===== src/rtl/core/crhp_pkg.sv =====
// Shared types, codes and constants for the Content-Range header parser.
// Depends on nothing; used by the step logic, the top level and the checker.
`default_nettype none

package crhp_pkg;

  // Default width of each parsed number.
  localparam int NUMBER_BITS_DEF = 64;

  // Result status codes.
  localparam logic [2:0] ST_OK        = 3'd0;
  localparam logic [2:0] ST_NOT_BYTES = 3'd1;
  localparam logic [2:0] ST_NEGATIVE  = 3'd2;
  localparam logic [2:0] ST_INVALID   = 3'd3;
  localparam logic [2:0] ST_OVERFLOW  = 3'd4;

  // Characters of interest.
  localparam logic [7:0] CH_STAR  = 8'h2A;
  localparam logic [7:0] CH_DASH  = 8'h2D;
  localparam logic [7:0] CH_SLASH = 8'h2F;
  localparam logic [7:0] CH_ZERO  = 8'h30;
  localparam logic [7:0] CH_NINE  = 8'h39;

  // Length of the "bytes " prefix and the index of its final character.
  localparam logic [2:0] PREFIX_LEN  = 3'd6;
  localparam logic [2:0] PREFIX_LAST = 3'd5;

  typedef enum logic [2:0] {
    PH_PREFIX     = 3'd0,
    PH_FIRST      = 3'd1,
    PH_START      = 3'd2,
    PH_END        = 3'd3,
    PH_TOTAL      = 3'd4,
    PH_STAR_WAIT  = 3'd5,
    PH_STAR_TOTAL = 3'd6,
    PH_DONE       = 3'd7
  } phase_t;

  // One input request: a header byte and its end marker.
  typedef struct packed {
    logic [7:0] data_byte;
    logic       last;
  } in_item_t;

  // One result request.
  typedef struct packed {
    logic [2:0]  status;
    logic        total_valid;
    logic [63:0] range_start;
    logic [63:0] range_end;
    logic [63:0] total_length;
  } out_item_t;

  // Parser control state carried from byte to byte.
  typedef struct packed {
    phase_t     phase;
    logic [2:0] prefix_count;
    logic       digits_seen;
    logic       digits_stopped;
    logic       field_overflow;
    logic [2:0] latched_error;
  } ctl_t;

  localparam ctl_t CTL_RESET = '{
    phase:          PH_PREFIX,
    prefix_count:   3'd0,
    digits_seen:    1'b0,
    digits_stopped: 1'b0,
    field_overflow: 1'b0,
    latched_error:  ST_OK
  };

  // Expected character at each position of the "bytes " prefix.
  function automatic logic [7:0] prefix_char(input logic [2:0] idx);
    logic [7:0] ch;
    case (idx)
      3'd0:    ch = 8'h62;  // b
      3'd1:    ch = 8'h79;  // y
      3'd2:    ch = 8'h74;  // t
      3'd3:    ch = 8'h65;  // e
      3'd4:    ch = 8'h73;  // s
      3'd5:    ch = 8'h20;  // space
      default: ch = 8'h00;
    endcase
    return ch;
  endfunction

endpackage

`default_nettype wire


===== src/rtl/core/crhp_step.sv =====
// Combinational next-state and result logic for one header byte.
// Depends on crhp_pkg.
`default_nettype none

module crhp_step #(
  parameter int NUMBER_BITS = crhp_pkg::NUMBER_BITS_DEF
) (
  input  crhp_pkg::in_item_t      item,
  input  crhp_pkg::ctl_t          ctl,
  input  logic [NUMBER_BITS-1:0]  acc,
  input  logic [NUMBER_BITS-1:0]  start_val,
  input  logic [NUMBER_BITS-1:0]  end_val,
  output crhp_pkg::ctl_t          ctl_nxt,
  output logic [NUMBER_BITS-1:0]  acc_nxt,
  output logic [NUMBER_BITS-1:0]  start_nxt,
  output logic [NUMBER_BITS-1:0]  end_nxt,
  output crhp_pkg::out_item_t     result
);

  localparam int PW = NUMBER_BITS + 4;

  logic [7:0]             c;
  logic [7:0]             diff;
  logic                   digit_hit;
  logic [3:0]             dval;
  logic [PW-1:0]          prod;
  logic                   dig_ovf;
  logic                   field_bad;
  logic                   td_seen;
  logic                   td_stop;
  logic                   td_ovf;
  logic [NUMBER_BITS-1:0] td_acc;
  crhp_pkg::ctl_t         a_ctl;
  logic [NUMBER_BITS-1:0] a_acc;
  logic [NUMBER_BITS-1:0] a_start;
  logic [NUMBER_BITS-1:0] a_end;

  // Decimal digit decode and multiply-by-ten accumulate with carry-out check.
  assign c         = item.data_byte;
  assign diff      = c - crhp_pkg::CH_ZERO;
  assign dval      = diff[3:0];
  assign digit_hit = (c >= crhp_pkg::CH_ZERO) && (c <= crhp_pkg::CH_NINE);
  assign prod      = {1'b0, acc, 3'b000} + {3'b000, acc, 1'b0} + {{(PW-4){1'b0}}, dval};
  assign dig_ovf   = |prod[PW-1:NUMBER_BITS];

  assign field_bad = !ctl.digits_seen || ctl.field_overflow;

  // Effect of offering this byte to the current numeric field.
  always_comb begin
    td_seen = ctl.digits_seen;
    td_stop = ctl.digits_stopped;
    td_ovf  = ctl.field_overflow;
    td_acc  = acc;
    if (!ctl.digits_stopped) begin
      if (!digit_hit) begin
        td_stop = 1'b1;
      end else begin
        if (!ctl.field_overflow) begin
          if (dig_ovf) begin
            td_ovf = 1'b1;
          end else begin
            td_acc = prod[NUMBER_BITS-1:0];
          end
        end
        td_seen = 1'b1;
      end
    end
  end

  // Phase update for this byte.
  always_comb begin
    a_ctl   = ctl;
    a_acc   = acc;
    a_start = start_val;
    a_end   = end_val;
    case (ctl.phase)
      crhp_pkg::PH_PREFIX: begin
        if (ctl.prefix_count < crhp_pkg::PREFIX_LEN &&
            c == crhp_pkg::prefix_char(ctl.prefix_count)) begin
          a_ctl.prefix_count = ctl.prefix_count + 3'd1;
          if (ctl.prefix_count == crhp_pkg::PREFIX_LAST) begin
            a_ctl.phase = crhp_pkg::PH_FIRST;
          end
        end else begin
          a_ctl.latched_error = crhp_pkg::ST_NOT_BYTES;
          a_ctl.phase         = crhp_pkg::PH_DONE;
        end
      end
      crhp_pkg::PH_FIRST: begin
        if (c == crhp_pkg::CH_STAR) begin
          a_ctl.phase = crhp_pkg::PH_STAR_WAIT;
        end else if (c == crhp_pkg::CH_DASH) begin
          a_ctl.latched_error = crhp_pkg::ST_NEGATIVE;
          a_ctl.phase         = crhp_pkg::PH_DONE;
        end else begin
          a_ctl.phase          = crhp_pkg::PH_START;
          a_ctl.digits_seen    = td_seen;
          a_ctl.digits_stopped = td_stop;
          a_ctl.field_overflow = td_ovf;
          a_acc                = td_acc;
        end
      end
      crhp_pkg::PH_START: begin
        if (c == crhp_pkg::CH_DASH) begin
          if (field_bad) begin
            a_ctl.latched_error = crhp_pkg::ST_OVERFLOW;
            a_ctl.phase         = crhp_pkg::PH_DONE;
          end else begin
            a_start              = acc;
            a_acc                = '0;
            a_ctl.digits_seen    = 1'b0;
            a_ctl.digits_stopped = 1'b0;
            a_ctl.field_overflow = 1'b0;
            a_ctl.phase          = crhp_pkg::PH_END;
          end
        end else begin
          a_ctl.digits_seen    = td_seen;
          a_ctl.digits_stopped = td_stop;
          a_ctl.field_overflow = td_ovf;
          a_acc                = td_acc;
        end
      end
      crhp_pkg::PH_END: begin
        if (c == crhp_pkg::CH_SLASH) begin
          if (field_bad) begin
            a_ctl.latched_error = crhp_pkg::ST_OVERFLOW;
            a_ctl.phase         = crhp_pkg::PH_DONE;
          end else if (acc < start_val) begin
            a_ctl.latched_error = crhp_pkg::ST_INVALID;
            a_ctl.phase         = crhp_pkg::PH_DONE;
          end else begin
            a_end                = acc;
            a_acc                = '0;
            a_ctl.digits_seen    = 1'b0;
            a_ctl.digits_stopped = 1'b0;
            a_ctl.field_overflow = 1'b0;
            a_ctl.phase          = crhp_pkg::PH_TOTAL;
          end
        end else begin
          a_ctl.digits_seen    = td_seen;
          a_ctl.digits_stopped = td_stop;
          a_ctl.field_overflow = td_ovf;
          a_acc                = td_acc;
        end
      end
      crhp_pkg::PH_TOTAL: begin
        // A star right after the slash ends parsing without an error.
        if (c == crhp_pkg::CH_STAR && !ctl.digits_seen && !ctl.digits_stopped) begin
          a_ctl.phase = crhp_pkg::PH_DONE;
        end else begin
          a_ctl.digits_seen    = td_seen;
          a_ctl.digits_stopped = td_stop;
          a_ctl.field_overflow = td_ovf;
          a_acc                = td_acc;
        end
      end
      crhp_pkg::PH_STAR_WAIT: begin
        if (c == crhp_pkg::CH_SLASH) begin
          a_acc                = '0;
          a_ctl.digits_seen    = 1'b0;
          a_ctl.digits_stopped = 1'b0;
          a_ctl.field_overflow = 1'b0;
          a_ctl.phase          = crhp_pkg::PH_STAR_TOTAL;
        end
      end
      crhp_pkg::PH_STAR_TOTAL: begin
        a_ctl.digits_seen    = td_seen;
        a_ctl.digits_stopped = td_stop;
        a_ctl.field_overflow = td_ovf;
        a_acc                = td_acc;
      end
      default: begin
      end
    endcase
  end

  // Result built from the state after this byte; used only on the last byte.
  always_comb begin
    result = '0;
    case (a_ctl.phase)
      crhp_pkg::PH_PREFIX: begin
        result.status = crhp_pkg::ST_NOT_BYTES;
      end
      crhp_pkg::PH_FIRST, crhp_pkg::PH_START, crhp_pkg::PH_END: begin
        result.status = crhp_pkg::ST_INVALID;
      end
      crhp_pkg::PH_TOTAL: begin
        if (!a_ctl.digits_seen || a_ctl.field_overflow) begin
          result.status = crhp_pkg::ST_OVERFLOW;
        end else begin
          result.range_start  = 64'(a_start);
          result.range_end    = 64'(a_end);
          result.total_length = 64'(a_acc);
          result.total_valid  = 1'b1;
        end
      end
      crhp_pkg::PH_STAR_WAIT: begin
      end
      crhp_pkg::PH_STAR_TOTAL: begin
        if (a_ctl.digits_seen && !a_ctl.digits_stopped && !a_ctl.field_overflow) begin
          result.total_length = 64'(a_acc);
          result.total_valid  = 1'b1;
        end
      end
      default: begin
        if (a_ctl.latched_error != crhp_pkg::ST_OK) begin
          result.status = a_ctl.latched_error;
        end else begin
          result.range_start = 64'(a_start);
          result.range_end   = 64'(a_end);
        end
      end
    endcase
  end

  // The last byte of a header returns the parser to its reset state.
  always_comb begin
    if (item.last) begin
      ctl_nxt   = crhp_pkg::CTL_RESET;
      acc_nxt   = '0;
      start_nxt = '0;
      end_nxt   = '0;
    end else begin
      ctl_nxt   = a_ctl;
      acc_nxt   = a_acc;
      start_nxt = a_start;
      end_nxt   = a_end;
    end
  end

endmodule

`default_nettype wire


===== src/rtl/core/content_range_header_parser.sv =====
// Content-Range header parser: takes one header byte per cycle while in_stall
// is low, and returns one result request on the byte marked last. The
// byte-to-byte path is the per-byte step logic (one multiply-by-ten accumulate
// and compare). An accepted byte is held in the input register; the result of
// a last byte is loaded into the result register, which drives out_valid.
// Bytes that are not last keep flowing while a result waits on out_stall; a
// last byte waits in the input register, with in_stall high, until the result
// register is free.
// Depends on crhp_pkg and crhp_step.
`default_nettype none

module content_range_header_parser #(
  parameter int NUMBER_BITS = crhp_pkg::NUMBER_BITS_DEF
) (
  input  logic                 clk,
  input  logic                 rst_n,
  input  logic                 in_valid,
  output logic                 in_stall,
  input  crhp_pkg::in_item_t   in_data,
  output logic                 out_valid,
  input  logic                 out_stall,
  output crhp_pkg::out_item_t  out_data
);

  logic                   s1_valid_r;
  logic                   s1_valid_nxt;
  crhp_pkg::in_item_t     s1_item_r;
  logic                   out_valid_r;
  logic                   out_valid_nxt;
  crhp_pkg::out_item_t    out_item_r;
  crhp_pkg::ctl_t         ctl_r;
  crhp_pkg::ctl_t         ctl_nxt;
  logic [NUMBER_BITS-1:0] acc_r;
  logic [NUMBER_BITS-1:0] acc_nxt;
  logic [NUMBER_BITS-1:0] start_r;
  logic [NUMBER_BITS-1:0] start_nxt;
  logic [NUMBER_BITS-1:0] end_r;
  logic [NUMBER_BITS-1:0] end_nxt;
  crhp_pkg::out_item_t    result;
  logic                   out_free;
  logic                   s1_go;
  logic                   in_accept;

  // Per-byte parse logic.
  crhp_step #(
    .NUMBER_BITS(NUMBER_BITS)
  ) u_step (
    .item      (s1_item_r),
    .ctl       (ctl_r),
    .acc       (acc_r),
    .start_val (start_r),
    .end_val   (end_r),
    .ctl_nxt   (ctl_nxt),
    .acc_nxt   (acc_nxt),
    .start_nxt (start_nxt),
    .end_nxt   (end_nxt),
    .result    (result)
  );

  // Flow control: a held byte advances unless it is last and the result slot is busy.
  assign out_free      = !out_valid_r || !out_stall;
  assign s1_go         = s1_valid_r && (!s1_item_r.last || out_free);
  assign in_stall      = s1_valid_r && !s1_go;
  assign in_accept     = in_valid && !in_stall;
  assign s1_valid_nxt  = in_accept || (s1_valid_r && !s1_go);
  assign out_valid_nxt = (s1_go && s1_item_r.last) || (out_valid_r && out_stall);

  // Control state and parser state.
  always_ff @(posedge clk) begin
    if (!rst_n) begin
      s1_valid_r  <= 1'b0;
      out_valid_r <= 1'b0;
      ctl_r       <= crhp_pkg::CTL_RESET;
      acc_r       <= '0;
      start_r     <= '0;
      end_r       <= '0;
    end else begin
      s1_valid_r  <= s1_valid_nxt;
      out_valid_r <= out_valid_nxt;
      if (s1_go) begin
        ctl_r   <= ctl_nxt;
        acc_r   <= acc_nxt;
        start_r <= start_nxt;
        end_r   <= end_nxt;
      end
    end
  end

  // Payload registers.
  always_ff @(posedge clk) begin
    if (in_accept) begin
      s1_item_r <= in_data;
    end
    if (s1_go && s1_item_r.last) begin
      out_item_r <= result;
    end
  end

  assign out_valid = out_valid_r;
  assign out_data  = out_item_r;

endmodule

`default_nettype wire


===== config.mk =====
export PLATFORM = sky130hd
export DESIGN_NAME = content_range_header_parser
export DESIGN_NICKNAME = d
export VERILOG_FILES = /design/src/rtl/core/crhp_pkg.sv /design/src/rtl/core/crhp_step.sv /design/src/rtl/core/content_range_header_parser.sv
export SDC_FILE = /design/constraint.sdc
export NUM_CORES = 1
export LEC_CHECK = 0
export BUFFER_PORTS_ARGS = -buffer_cell sky130_fd_sc_hd__buf_2
export CORE_ASPECT_RATIO = 1.1
export CORE_MARGIN = 2
export CORE_UTILIZATION = 60
export DETAILED_ROUTE_END_ITERATION = 6
export GPL_ROUTABILITY_DRIVEN = 0
export PLACE_DENSITY = 0.8
export SLEW_MARGIN = 30
export SYNTH_ARGS = -nofsm -noshare
export SYNTH_HDL_FRONTEND = slang
export SYNTH_SLANG_ARGS = --single-unit

===== constraint.sdc =====
create_clock -name clk -period 21.4 [get_ports clk]
set_input_delay 0 -clock clk [delete_from_list [all_inputs] [get_ports clk]]
set_output_delay 0 -clock clk [all_outputs]
set_load 0.005 [all_outputs]

==> results.py <==
metrics = {
    "outcome": {
        "status": "complete, no violations",
    },
    "floorplanning": {
        "die_w_um": 197,
        "die_y_um": 217,
        "initial_core_util": 0.611,
        "die-area_um2": 42700,
        "core-area_um2": 40400,
        "rows": 77,
        "io_pins": 211,
    },
    "detailed_routing": {
        "routed-via-count": 20700,
        "viasPerCell": 6.40,
        "drt_wl_total_um": 66100,
        "ant_nets": 0,
        "drc": 0,
        "drtIter0Drc": 2236,
        "wire_per_inst_um": 20.4,
        "dr.pass1.iters": 6,
    },
    "synth": {
        "synth_top_area_share": 0.250,
        "synth.largest_area_cell": "edfxtp_1",
        "synth_cell_type_count": 81,
        "syn_inst": 2566,
        "post-synth-top-count-cell": "nand2_1",
        "ys.warnings.count": 0,
        "avgSynthCellArea_um2": 9.61,
        "ys_seq_elements": 411,
        "synthesis.area_um2": 24700,
        "async_flop_share": 0,
        "synth_area_leaders": "edfxtp_1 25%, dfxtp_1 17%, ha_1 9.8%",
        "synth-edff-count": 205,
        "ys.flop_type": "dfxtp_1",
        "synthTopCellsByCount": "241 x nand2_1, 206 x dfxtp_1, 205 x edfxtp_1, 194 x ha_1, 176 x a22oi_1",
        "syn-num-nets": 2775,
        "synth-seq-area-share": 0.417,
    },
    "placed_design": {
        "pre_cts_ws_ns": 15.20,
        "dp_hpwl_um": 45600,
        "port_buffers": 210,
        "dp.cells": 3143,
    },
    "timing": {
        "hold_violations": 0,
        "slew_viol_final": 0,
        "timing.hold.ws_ns": 0.0519,
        "rsz0062_at_grt": "no",
        "period_share": 0.298,
        "finalCriticalPeriod_ns": 6.38,
        "tightest_slew_ns": 1.01,
        "setup_ws_ns": 15.02,
        "setup_viol": 0,
        "fin_tns_setup_ns": 0,
        "fin_skew_ns": 0.0164,
        "maxSlewHeadroom": 0.327,
        "max_freq_mhz": 157,
    },
    "grt": {
        "antenna_found_initial": 0,
        "grt_util_all_layers": 0.308,
        "overflow": 0,
        "grt_pass1_vias": 20100,
        "grt_start_max_net_pins": 82,
        "grt_pass1_wl_um": 106000,
    },
    "setup_path": {
        "cp.required_ns": 21.90,
        "critPathCaptureType": "flop",
        "cp_num_buf_inv": 3,
        "rr_startpoint": "acc_r[2]$_SDFFE_PN0P_",
        "cpLargestDelayFamily": "simple AND/OR/NAND/NOR gates",
        "r2r-end": "acc_r[54]$_SDFFE_PN0P_",
        "reg2reg_depth": 16,
        "crit_chain": "inv_1 > fa_1 > inv_1 > fa_1 > a211oi_1 > o21bai_1 > o21ai_0 > a311oi_1 > and3b_1 > or4_1 > a31oi_1 > and3_1 > and2_2 > buf_4 > nand2_1 > o21ai_0",
        "critPathMaxStageDelay_ns": 0.81,
        "path_class": "flop to flop",
        "start_kind": "flop",
        "cp_slowest_cell": "and2_2",
        "reg2reg_slack_ns": 15.02,
        "cp.arrival_ns": 6.88,
        "cp_max_fo": 44,
    },
    "clock_network": {
        "htreeDepth": 2,
        "clock_path_buffers": 3,
        "insertion_delay_ns": 0.59,
        "cts_sinks": 411,
        "cts_buffers": 43,
        "cts_root_buf": "clkbuf_16",
        "post_cts_buffers": 0,
        "path_clk_slew_ns": 0.07,
        "tritoncts": "done",
    },
    "min_path": {
        "hold_path_class": "input port to flop",
        "hold_depth": 3,
        "hold_end": "out_valid$_SDFF_PN0_",
        "hold_start": "rst_n",
    },
    "pwr": {
        "irDropWorstVdd_mv": 0.0469,
        "power-per-cell-area_nw_per_um2": 60.4,
        "total_power_mw": 1.65,
        "p_leak_nw": 11.5,
    },
    "finish": {
        "multi_input_area_um2": 13400,
        "area_growth_pct": 11.0,
        "drive_gt1_frac": 0.165,
        "fin_cells": 3235,
        "regArea_um2": 10300,
        "n_antenna_cell": 0,
        "fill_cells": 3107,
        "nNetsFinal": 2897,
    },
    "run": {
        "drv_cap": 0,
    },
}
[layout make-up]
type	count	share of cell area
Multi-Input combinational cell	1894	0.489
Sequential cell	411	0.376
Timing Repair Buffer	245	0.0495
Clock buffer	56	0.0438
Tap cell	513	0.0235
Inverter	93	0.0128
Clock inverter	23	0.00562
[repair_timing]
item | 4_1_cts | 5_1_grt
endpoints found under the setup margin | 0 | 0
hold buffers | 12 | 0
endpoints found under the hold margin | 20 | 0
resized for setup | 0 | 0
[worst register-to-register path, cell delays in order, from the launching register on]
cell,delay (ns)
dfxtp_1,0.48
inv_1,0.20
fa_1,0.51
inv_1,0.08
fa_1,0.50
a211oi_1,0.31
o21bai_1,0.19
o21ai_0,0.31
a311oi_1,0.21
and3b_1,0.28
or4_1,0.43
a31oi_1,0.28
and3_1,0.62
and2_2,0.81
buf_4,0.50
nand2_1,0.35
o21ai_0,0.25
[kinds of logic after synthesis]
kind of cell             after synthesis  share of synthesized area
adder cells (fa/ha/maj)              196                      0.100
AO/OA/AOI/OAI                        627                      0.168
XOR/XNOR                              61                     0.0217
flip-flops                           411                      0.417
multiplexers                         125                     0.0508
buffers and inverters                261                     0.0440
AND/OR/NAND/NOR                      885                      0.198
[power breakdown]
group | switching [mW] | leakage [nW] | internal [mW]
logic | 0.0718 | 7.03 | 0.0203
clock network | 0.320 | 0.668 | 0.408
registers | 0.00496 | 3.84 | 0.829
[registers in the layout, summed over array words and instances (netlist names)]
register	flops
out_valid	1
ctl_r	12
start_r	64
s1_valid_r	1
acc_r	64
out_data	196
s1_item_r	9
end_r	64
[placed cells by master, fill, tap and decap left out, drive strengths merged, types with 78 or more instances in the layout]
cell	instances
nor2	159
edfxtp	205
o21ai	122
nor3	152
inv	94
nor2b	149
mux2i	124
nand3	78
buf	233
a21oi	151
dfxtp	206
nand2	241
a22oi	176
ha	194
[stage by stage]
step | instance area [um^2] | utilization
after floorplan | 24700 | -
after global placement | 25900 | 0.641
after detailed placement | 25900 | 0.641
after CTS | 27300 | 0.677
after global routing | 27400 | 0.678
final | 27400 | 0.678
[layer usage]
layer	part of all wire	GRT usage
met5	0	0
met4	0.045	0.136
met3	0.083	0.0484
met2	0.46	0.494
met1	0.41	0.411
[worst max-delay path by stage]
stage	startpoint	endpoint	slack [ns]	cells after the start
6_report	acc_r[2]$_SDFFE_PN0P_	acc_r[54]$_SDFFE_PN0P_	15.02	16
5_1_grt	acc_r[0]$_SDFFE_PN0P_	acc_r[45]$_SDFFE_PN0P_	14.76	16
4_1_cts	acc_r[0]$_SDFFE_PN0P_	out_data[163]$_DFFE_PP_	15.16	16
3_5_place_dp	acc_r[0]$_SDFFE_PN0P_	out_data[100]$_DFFE_PP_	15.20	16
3_3_place_gp	acc_r[2]$_SDFFE_PN0P_	acc_r[53]$_SDFFE_PN0P_	15.32	16
2_1_floorplan	s1_item_r[0]$_DFFE_PP_	out_data[0]$_DFFE_PP_	11.78	3
Power figures use the tool's default switching activity.
